## src/hw/rtl/rx_agc_hysteresis_defines.svh

```systemverilog
// ----------------------------------------------------------------------------
// rx_agc_hysteresis_defines.svh
// Assertion macros used by the receive AGC RTL.
// ----------------------------------------------------------------------------
`ifndef RX_AGC_HYSTERESIS_DEFINES_SVH
`define RX_AGC_HYSTERESIS_DEFINES_SVH

// Same-cycle implication, disabled in reset
`define RXAGC_ASSERT_IMP(label, clk, rst, ante, cons) \
  label: assert property (@(posedge clk) disable iff (rst) (ante) |-> (cons)) \
    else $error("rx_agc_hysteresis assertion failed");

// Next-cycle implication, disabled in reset
`define RXAGC_ASSERT_NXT(label, clk, rst, ante, cons) \
  label: assert property (@(posedge clk) disable iff (rst) (ante) |=> (cons)) \
    else $error("rx_agc_hysteresis assertion failed");

`endif

```

## src/hw/rtl/rxagc_pkg.sv

```systemverilog
// ----------------------------------------------------------------------------
// rxagc_pkg
// Widths, constants, register indexes and the dB threshold table of the
// receive AGC.
// ----------------------------------------------------------------------------
`timescale 1ns / 1ps
`default_nettype none

package rxagc_pkg;

  localparam int PWR_W   = 31;
  localparam int GAIN_W  = 8;
  localparam int DB_W    = 7;
  localparam int COEF_W  = 11;
  localparam int TGT_W   = 7;
  localparam int CFG_IDX_W  = 2;
  localparam int CFG_DATA_W = 11;

  // Antennas taken into the max; only two power ports exist
  localparam int NUM_ANTENNAS = 2;

  localparam logic [COEF_W-1:0] Q10_ONE   = 11'd1024;
  localparam int                Q10_SHIFT = 10;
  localparam logic [GAIN_W:0]   GAIN_STEP = 9'd5;
  localparam logic [GAIN_W:0]   HYST_DB   = 9'd5;

  // Register reset values
  localparam logic [COEF_W-1:0] COEF_RST   = 11'd1024;
  localparam logic [TGT_W-1:0]  TGT_RST    = 7'd50;
  localparam logic [GAIN_W-1:0] MIN_G_RST  = 8'd0;
  localparam logic [GAIN_W-1:0] MAX_G_RST  = 8'd120;

  typedef enum logic [CFG_IDX_W-1:0] {
    CFG_FILTER_COEF = 2'd0,
    CFG_TARGET_DB   = 2'd1,
    CFG_MIN_GAIN    = 2'd2,
    CFG_MAX_GAIN    = 2'd3
  } cfg_idx_t;

  // Smallest power x with 10*log10(x) >= d, for d = 1 .. 93
  localparam int DB_TABLE_LEN = 93;
  localparam logic [PWR_W-1:0] DB_THR [DB_TABLE_LEN] = '{
    31'd2, 31'd2, 31'd2, 31'd3, 31'd4, 31'd4, 31'd6, 31'd7, 31'd8,
    31'd10, 31'd13, 31'd16, 31'd20, 31'd26, 31'd32, 31'd40, 31'd51, 31'd64,
    31'd80, 31'd100, 31'd126, 31'd159, 31'd200, 31'd252, 31'd317, 31'd399,
    31'd502, 31'd631, 31'd795, 31'd1000, 31'd1259, 31'd1585, 31'd1996,
    31'd2512, 31'd3163, 31'd3982, 31'd5012, 31'd6310, 31'd7944, 31'd10000,
    31'd12590, 31'd15849, 31'd19953, 31'd25119, 31'd31623, 31'd39811,
    31'd50119, 31'd63096, 31'd79433, 31'd100000, 31'd125893, 31'd158490,
    31'd199527, 31'd251189, 31'd316228, 31'd398108, 31'd501188, 31'd630958,
    31'd794329, 31'd1000000, 31'd1258926, 31'd1584894, 31'd1995263,
    31'd2511887, 31'd3162278, 31'd3981072, 31'd5011873, 31'd6309574,
    31'd7943283, 31'd10000000, 31'd12589255, 31'd15848932, 31'd19952624,
    31'd25118865, 31'd31622777, 31'd39810718, 31'd50118724, 31'd63095735,
    31'd79432824, 31'd100000000, 31'd125892542, 31'd158489320,
    31'd199526232, 31'd251188644, 31'd316227767, 31'd398107171,
    31'd501187234, 31'd630957345, 31'd794328235, 31'd1000000000,
    31'd1258925412, 31'd1584893193, 31'd1995262315
  };

endpackage

`default_nettype wire

```

## src/hw/rtl/rxagc_iir.sv

```systemverilog
// ----------------------------------------------------------------------------
// rxagc_iir
// One step of the Q10 power filter, or a direct load on clear.
// ----------------------------------------------------------------------------
`timescale 1ns / 1ps
`default_nettype none

module rxagc_iir
  import rxagc_pkg::*;
(
  input  wire logic              clear,
  input  wire logic [PWR_W-1:0]  power,
  input  wire logic [PWR_W-1:0]  filt,
  input  wire logic [COEF_W-1:0] coef,
  output logic      [PWR_W-1:0]  filt_next
);

  // f*c + p*(1024-c) is rewritten as p*1024 + (f-p)*c: one multiplier
  logic [COEF_W-1:0]          coef_sat;
  logic signed [PWR_W:0]      diff;
  logic signed [PWR_W+COEF_W+1:0] prod;
  logic signed [PWR_W+COEF_W+1:0] acc;

  always_comb begin
    coef_sat = (coef > Q10_ONE) ? Q10_ONE : coef;
    diff     = signed'({1'b0, filt}) - signed'({1'b0, power});
    prod     = diff * signed'({1'b0, coef_sat});
    acc      = signed'({{(COEF_W+2-Q10_SHIFT){1'b0}}, power, {Q10_SHIFT{1'b0}}}) + prod;
    if (clear) begin
      filt_next = power;
    end else begin
      filt_next = acc[PWR_W+Q10_SHIFT-1:Q10_SHIFT];
    end
  end

endmodule

`default_nettype wire

```

## src/hw/rtl/rxagc_pw2db.sv

```systemverilog
// ----------------------------------------------------------------------------
// rxagc_pw2db
// Linear power to whole dB: floor(10*log10(x)), 0 below 1.
// ----------------------------------------------------------------------------
`timescale 1ns / 1ps
`default_nettype none

module rxagc_pw2db
  import rxagc_pkg::*;
(
  input  wire logic [PWR_W-1:0] power,
  output logic      [DB_W-1:0]  power_db
);

  logic [(1<<DB_W)-1:0] therm;
  logic [DB_W-1:0]      pos;

  // Thresholds rise monotonically, so the compares form a thermometer
  // code whose length is the dB value. The length is resolved from the
  // top bit down, one thermometer lookup per output bit.
  always_comb begin
    therm = '0;
    for (int i = 0; i < DB_TABLE_LEN; i++) begin
      therm[i] = (power >= DB_THR[i]);
    end
    power_db = '0;
    pos      = '0;
    for (int k = DB_W-1; k >= 0; k--) begin
      pos         = power_db | DB_W'((1 << k) - 1);
      power_db[k] = therm[pos];
    end
  end

endmodule

`default_nettype wire

```

## src/hw/rtl/rx_agc_hysteresis.sv

```systemverilog
// ----------------------------------------------------------------------------
// rx_agc_hysteresis
// Receive AGC: max of antenna powers, Q10 IIR power filter, dB conversion
// and a +/-5 dB gain step with a +/-5 dB dead band around the target.
// ----------------------------------------------------------------------------
//   channel  signals                                     direction
//   in       in_valid/in_ready, clear_filter, power_ant*  into block
//   out      out_valid/out_ready, gain_db, filtered_power*  out of block
//   cfg      cfg_valid/cfg_ready, cfg_index, cfg_data     into block
//
// Three register stages: input register, filter stage, result register.
// One item per cycle sustained while out does not stall, set by the filter
// multiplier loop in the filter stage.
// Synchronous reset clears valids, filter and gain state, and sets the configuration registers to their reset values.
// A stall on out backs up stage by stage; in_ready falls only when all
// three stages are full. cfg_ready is always high.
// ----------------------------------------------------------------------------
`timescale 1ns / 1ps
`default_nettype none

`include "rx_agc_hysteresis_defines.svh"

module rx_agc_hysteresis
  import rxagc_pkg::*;
(
  input  wire logic                  clk,
  input  wire logic                  rst,
  // input items
  input  wire logic                  in_valid,
  output logic                       in_ready,
  input  wire logic                  clear_filter,
  input  wire logic [PWR_W-1:0]      power_ant0,
  input  wire logic [PWR_W-1:0]      power_ant1,
  // result items
  output logic                       out_valid,
  input  wire logic                  out_ready,
  output logic      [GAIN_W-1:0]     gain_db,
  output logic      [PWR_W-1:0]      filtered_power,
  output logic      [DB_W-1:0]       filtered_power_db,
  // configuration writes
  input  wire logic                  cfg_valid,
  output logic                       cfg_ready,
  input  wire logic [CFG_IDX_W-1:0]  cfg_index,
  input  wire logic [CFG_DATA_W-1:0] cfg_data
);

  // configuration registers
  logic [COEF_W-1:0] filter_coef;
  logic [TGT_W-1:0]  target_power_db;
  logic [GAIN_W-1:0] min_gain_db;
  logic [GAIN_W-1:0] max_gain_db;

  // input register
  logic             inr_valid;
  logic             inr_clear;
  logic [PWR_W-1:0] inr_power;

  // filter stage; filt_state is both the filter state and its payload
  logic             s1_valid;
  logic [PWR_W-1:0] filt_state;
  logic [PWR_W-1:0] filt_state_next;

  // result register; gain_reg is both the gain state and the result
  logic              gain_state;
  logic [GAIN_W-1:0] gain_reg;
  logic [GAIN_W-1:0] gain_reg_next;
  logic [DB_W-1:0]   fdb;

  logic             load_out;
  logic             load_s1;
  logic             s1_free;
  logic             in_acc;
  logic [PWR_W-1:0] power_max;

  assign gain_state = 1'b0;

  // stage handshakes
  assign load_out = s1_valid && (!out_valid || out_ready);
  assign s1_free  = !s1_valid || load_out;
  assign load_s1  = inr_valid && s1_free;
  assign in_ready = !inr_valid || load_s1;
  assign in_acc   = in_valid && in_ready;
  assign cfg_ready = 1'b1;

  // configuration writes
  always_ff @(posedge clk) begin
    if (rst) begin
      filter_coef     <= COEF_RST;
      target_power_db <= TGT_RST;
      min_gain_db     <= MIN_G_RST;
      max_gain_db     <= MAX_G_RST;
    end else if (cfg_valid && cfg_ready) begin
      unique case (cfg_idx_t'(cfg_index))
        CFG_FILTER_COEF: filter_coef     <= cfg_data[COEF_W-1:0];
        CFG_TARGET_DB:   target_power_db <= cfg_data[TGT_W-1:0];
        CFG_MIN_GAIN:    min_gain_db     <= cfg_data[GAIN_W-1:0];
        CFG_MAX_GAIN:    max_gain_db     <= cfg_data[GAIN_W-1:0];
        default: ;
      endcase
    end
  end

  // largest antenna power
  always_comb begin
    power_max = power_ant0;
    if (NUM_ANTENNAS > 1 && power_ant1 > power_ant0) begin
      power_max = power_ant1;
    end
  end

  // input register
  always_ff @(posedge clk) begin
    if (rst) begin
      inr_valid <= 1'b0;
    end else if (in_ready) begin
      inr_valid <= in_valid;
    end
  end

  always_ff @(posedge clk) begin
    if (in_acc) begin
      inr_clear <= clear_filter;
      inr_power <= power_max;
    end
  end

  // filter stage
  rxagc_iir u_iir (
    .clear     (inr_clear),
    .power     (inr_power),
    .filt      (filt_state),
    .coef      (filter_coef),
    .filt_next (filt_state_next)
  );

  always_ff @(posedge clk) begin
    if (rst) begin
      s1_valid   <= 1'b0;
      filt_state <= '0;
    end else begin
      if (s1_free) begin
        s1_valid <= inr_valid;
      end
      if (load_s1) begin
        filt_state <= filt_state_next;
      end
    end
  end

  // dB conversion of the new filtered power
  rxagc_pw2db u_pw2db (
    .power    (filt_state),
    .power_db (fdb)
  );

  // gain step with dead band around the target
  always_comb begin
    logic [GAIN_W:0] g_up;
    logic [GAIN_W:0] db_w;
    logic [GAIN_W:0] tgt_w;
    g_up  = {1'b0, gain_reg} + GAIN_STEP;
    db_w  = {{(GAIN_W+1-DB_W){1'b0}}, fdb};
    tgt_w = {{(GAIN_W+1-TGT_W){1'b0}}, target_power_db};
    gain_reg_next = gain_reg;
    priority if (db_w + HYST_DB < tgt_w && gain_reg < max_gain_db) begin
      gain_reg_next = (g_up > {1'b0, max_gain_db}) ? max_gain_db : g_up[GAIN_W-1:0];
    end else if (db_w > tgt_w + HYST_DB && gain_reg > min_gain_db) begin
      gain_reg_next = ({1'b0, gain_reg} < {1'b0, min_gain_db} + GAIN_STEP) ?
                      min_gain_db : GAIN_W'({1'b0, gain_reg} - GAIN_STEP);
    end else begin
      // inside the dead band or already at the limit: hold
      gain_reg_next = gain_reg;
    end
  end

  // result register
  always_ff @(posedge clk) begin
    if (rst) begin
      out_valid <= 1'b0;
      gain_reg  <= '0;
    end else begin
      if (!out_valid || out_ready) begin
        out_valid <= s1_valid;
      end
      if (load_out) begin
        gain_reg <= gain_reg_next;
      end
    end
  end

  always_ff @(posedge clk) begin
    if (load_out) begin
      filtered_power    <= filt_state;
      filtered_power_db <= fdb;
    end
  end

  assign gain_db = gain_reg ^ {GAIN_W{gain_state}};

  // filter state moves only when an item enters the filter stage
  `RXAGC_ASSERT_NXT(a_filt_hold, clk, rst, !load_s1, $stable(filt_state))
  // a clear item loads its max power straight into the filter
  `RXAGC_ASSERT_NXT(a_clear_load, clk, rst, load_s1 && inr_clear,
                    filt_state == $past(inr_power))
  // gain moves only when a result is produced
  `RXAGC_ASSERT_NXT(a_gain_hold, clk, rst, !load_out, $stable(gain_reg))

endmodule

`default_nettype wire

```

## config.mk

```make
export PLATFORM = sky130hd
export DESIGN_NAME = rx_agc_hysteresis
export DESIGN_NICKNAME = d
export VERILOG_FILES = /design/src/hw/rtl/rxagc_pkg.sv /design/src/hw/rtl/rxagc_iir.sv /design/src/hw/rtl/rxagc_pw2db.sv /design/src/hw/rtl/rx_agc_hysteresis.sv
export VERILOG_INCLUDE_DIRS = /design/src /design/src/hw/rtl
export SDC_FILE = /design/constraint.sdc
export NUM_CORES = 2
export LEC_CHECK = 0
export BUFFER_PORTS_ARGS = -buffer_cell sky130_fd_sc_hd__buf_4
export CORE_MARGIN = 4
export CORE_UTILIZATION = 55
export DETAILED_ROUTE_END_ITERATION = 16
export PLACE_DENSITY_LB_ADDON = 0.08
export SLEW_MARGIN = 30
export SYNTH_ARGS = -nofsm -noshare
export SYNTH_HDL_FRONTEND = slang
export SYNTH_SLANG_ARGS = --single-unit
```

## constraint.sdc

```tcl
create_clock -name clk -period 9.2 [get_ports clk]
set_clock_uncertainty 0.15 [all_clocks]
set_input_delay 1.38 -clock clk [delete_from_list [all_inputs] [get_ports clk]]
set_output_delay 1.38 -clock clk [all_outputs]
set_load 0.02 [all_outputs]
```

==> impl_metrics.tcl <==
set metrics [dict create \
    crit_path_end_kind "flop" \
    grt_antenna_before_repair 5 \
    synth_top_area_share_pct 24.9 \
    power_switching_share_pct 51.4 \
    place.port_buffers 128 \
    htree_num_levels 4 \
    hold_path_class "flop to flop" \
    cellLeakagePower_nw 13.0 \
    layout_min_cycle_time_ps 8880 \
    criticalPathCategory "flop to flop" \
    worst-endpoint-required_ps 9430 \
    number_of_global_route_vias_before_repair 25448 \
    clock_latency_ps 460 \
    cts_root_buffer "clkbuf_16" \
    edff_count_synth 70 \
    p_seq_share_pct 16.1 \
    synthesis.instances 3147 \
    dieArea_um2 50300 \
    pin_count_of_the_biggest_net_entering_global_routing 77 \
    finish.net_count 3908 \
    run_status "finished clean" \
    clkPwrFrac_pct 14.7 \
    nFillCells 3810 \
    post_layout_nonfiller_instances 3920 \
    floorplan.die.height_um 224 \
    path_clk_slew_ps 80 \
    start_util_pct 56.2 \
    synthToLayoutAreaGrowth_pct 12.9 \
    synth_nets 3751 \
    final_layout_size_suffix_gt1_share_pct 13.9 \
    postSynthAreaPerCell_um2 8.18 \
    cp_slowest_cell "fa_1" \
    p_int_mw 2.47 \
    route.detailed.vias_per_inst 6.48 \
    netlist_area_um2 25700 \
    synthFlopType "dfxtp_1" \
    comb_power_share_pct 69.2 \
    dpl_cell_area_um2 28100 \
    fin_ws_ps 324 \
    dominant_cells_by_area_after_synthesis "fa_1, ha_1, edfxtp_1, inv_1, dfxtp_1" \
    place_congestion 1.07 \
    grt_remaining_overflow 0 \
    report.final.slew_viol_count 0 \
    detail_route.iter0.violations 3203 \
    start_kind "flop" \
    synth.largest_area_cell "fa_1" \
    die_width_um 224 \
    cts-buffers-inserted 17 \
    core_um2 45800 \
    drc_errors 0 \
    wirelength_um 101000 \
    max_slew.worst_pin.slew_ps 1120 \
    synth-async-reset-ratio_pct 0 \
    floorplan.io_pins 130 \
    relSlewSlack_pct 24.7 \
    switchingPower_mw 2.60 \
    achievable-frequency_mhz 113 \
    numPlacedInstances 3872 \
    drt_antenna_net_count 0 \
    grtUsageTotal_pct 39.5 \
    finish.instance_area_um2 29000 \
    first_pass_grt_wire_length_um 153000 \
    yosysSeqAreaShare_pct 14.1 \
    detailedRoute.firstPassIterationCount 9 \
    hold_buffers 0 \
    clockBufferDepth 2 \
    max-vdd-ir-drop_v 0.000112 \
    p_total_mw 5.07 \
    cap_viol_max_count 0 \
    ys_seq_elements 146 \
    cts_tree "done" \
    power-per-cell-area_nw_per_um2 175 \
    max_stage_delay_ps 530 \
    cp_max_fo 5 \
    preCtsSetupSlack_ps -84.1 \
    numClockSinks 146 \
    worstPathArrival_ps 9100 \
    ys_top_cells_by_count "inv_1, nand2_1, fa_1, nor2_1, ha_1" \
    synth-warning-count 0 \
    timing.final.crit_share_pct 96.5 \
    ys_types 92 \
    timing.final.hold_violations 0 \
    yosysMostFrequentCell "inv_1" \
    place.detailed.hpwl_um 78600 \
    detail_route.wl_per_cell_um 25.8 \
    rows 78 \
    setup_violations 0 \
    route.vias.total 25405 \
]
state kept, by name, indices dropped and copies added (netlist names):
register,cells
inr_power,31
filt_state,31
gain_db,8
filtered_power,31
target_power_db,7
max_gain_db,8
inr_valid,1
filter_coef,11
s1_valid,1
min_gain_db,8
out_valid,1
inr_clear,1
filtered_power_db,7
per-layer routing:
metal / track usage (%) / vias to the layer above / share of wire [%]
met5: 0 / - / 0.030
met4: 17.9 / 4 / 5.9
met3: 10.5 / 427 / 11
met2: 61.9 / 1715 / 45
met1: 51.8 / 12389 / 38
li1: - / 10870 / -
cell usage in the layout, fill, tap and decap left out, types with 42 or more instances in the layout:
cell type,netlist,final
a21oi_1,153,150
nand2_1,337,336
nand3_1,53,53
inv_1,439,439
edfxtp_1,70,70
dfxtp_1,76,76
nor3_1,66,66
o21ai_0,143,137
buf_4,3,305
fa_1,320,318
ha_1,203,202
nand2b_1,42,42
xnor2_1,74,70
and2_1,68,67
nor2_1,295,294
cells by family after synthesis:
kind of cell               count (synthesis)  share of synthesized area (%)
buffers and inverters                    612                           9.08
DFF                                      146                           14.1
muxes                                     71                           2.92
other                                      1                         0.0146
adders and majority gates                523                           34.8
and+or+nand+nor                         1106                           20.9
AOI/OAI and AO/OA                        584                           14.7
xor gates and xnor gates                 104                           3.54
per-stage QoR:
step	utilization (%)	hold slack, ps	setup TNS, ps
final	63.4	320	0
after global routing	63.4	350	-136
after CTS	62.8	317	0
after detailed placement	61.5	307	-98.1
after global placement	61.3	300	0
after floorplan	-	279	0
path summary, 6_finish.rpt:
check	startpoint	end	slack (ps)	depth (start not counted)
max	filt_state[0]$_SDFFE_PP0P_	filt_state[30]$_SDFFE_PP0P_	320	38
min	max_gain_db[1]$_SDFFE_PP0P_	max_gain_db[1]$_SDFFE_PP0P_	320	2
max reg2reg	filt_state[0]$_SDFFE_PP0P_	filt_state[30]$_SDFFE_PP0P_	320	38
min reg2reg	max_gain_db[1]$_SDFFE_PP0P_	max_gain_db[1]$_SDFFE_PP0P_	320	2
repair_timing:
item | in CTS | in global routing
resized for setup | 3 | 39
endpoints found under the setup margin | 2 | 9
buffers inserted | 0 | 13
pin swaps | 0 | 14
endpoints found under the hold margin | 0 | 0
power by group through the flow:
| stage | clock (mW) | sequential [mW] | combinational, mW |
|---|---|---|---|
| after floorplan | 0 | 0.810 | 2.10 |
| after CTS | 0.749 | 0.812 | 3.33 |
| after global placement | 0 | 0.825 | 3.24 |
| after detailed placement | 0 | 0.826 | 3.30 |
| final | 0.746 | 0.815 | 3.51 |
| after global routing | 0.776 | 0.818 | 3.79 |
layout make-up:
type | instances | area (um2) | area share [%]
inverter | 442 | 1660 | 5.71
antenna | 3 | 7.51 | 0.0259
tap | 600 | 751 | 2.59
sequential | 146 | 3620 | 12.5
clock buffer | 17 | 425 | 1.47
timing repair buffer | 308 | 2340 | 8.08
multi-input combinational | 2389 | 20000 | 69.0
clock inverter | 15 | 184 | 0.633
critical path: cells and delay by family, from the launching register on:
family	cells	cell delay, ps
compound gates	17	3400
xor+xnor	2	290
fa+ha+maj	8	3340
buf+inv	8	820
flops	1	320
simple gates	3	460
Note: power is estimated with default switching activity, not from simulation.
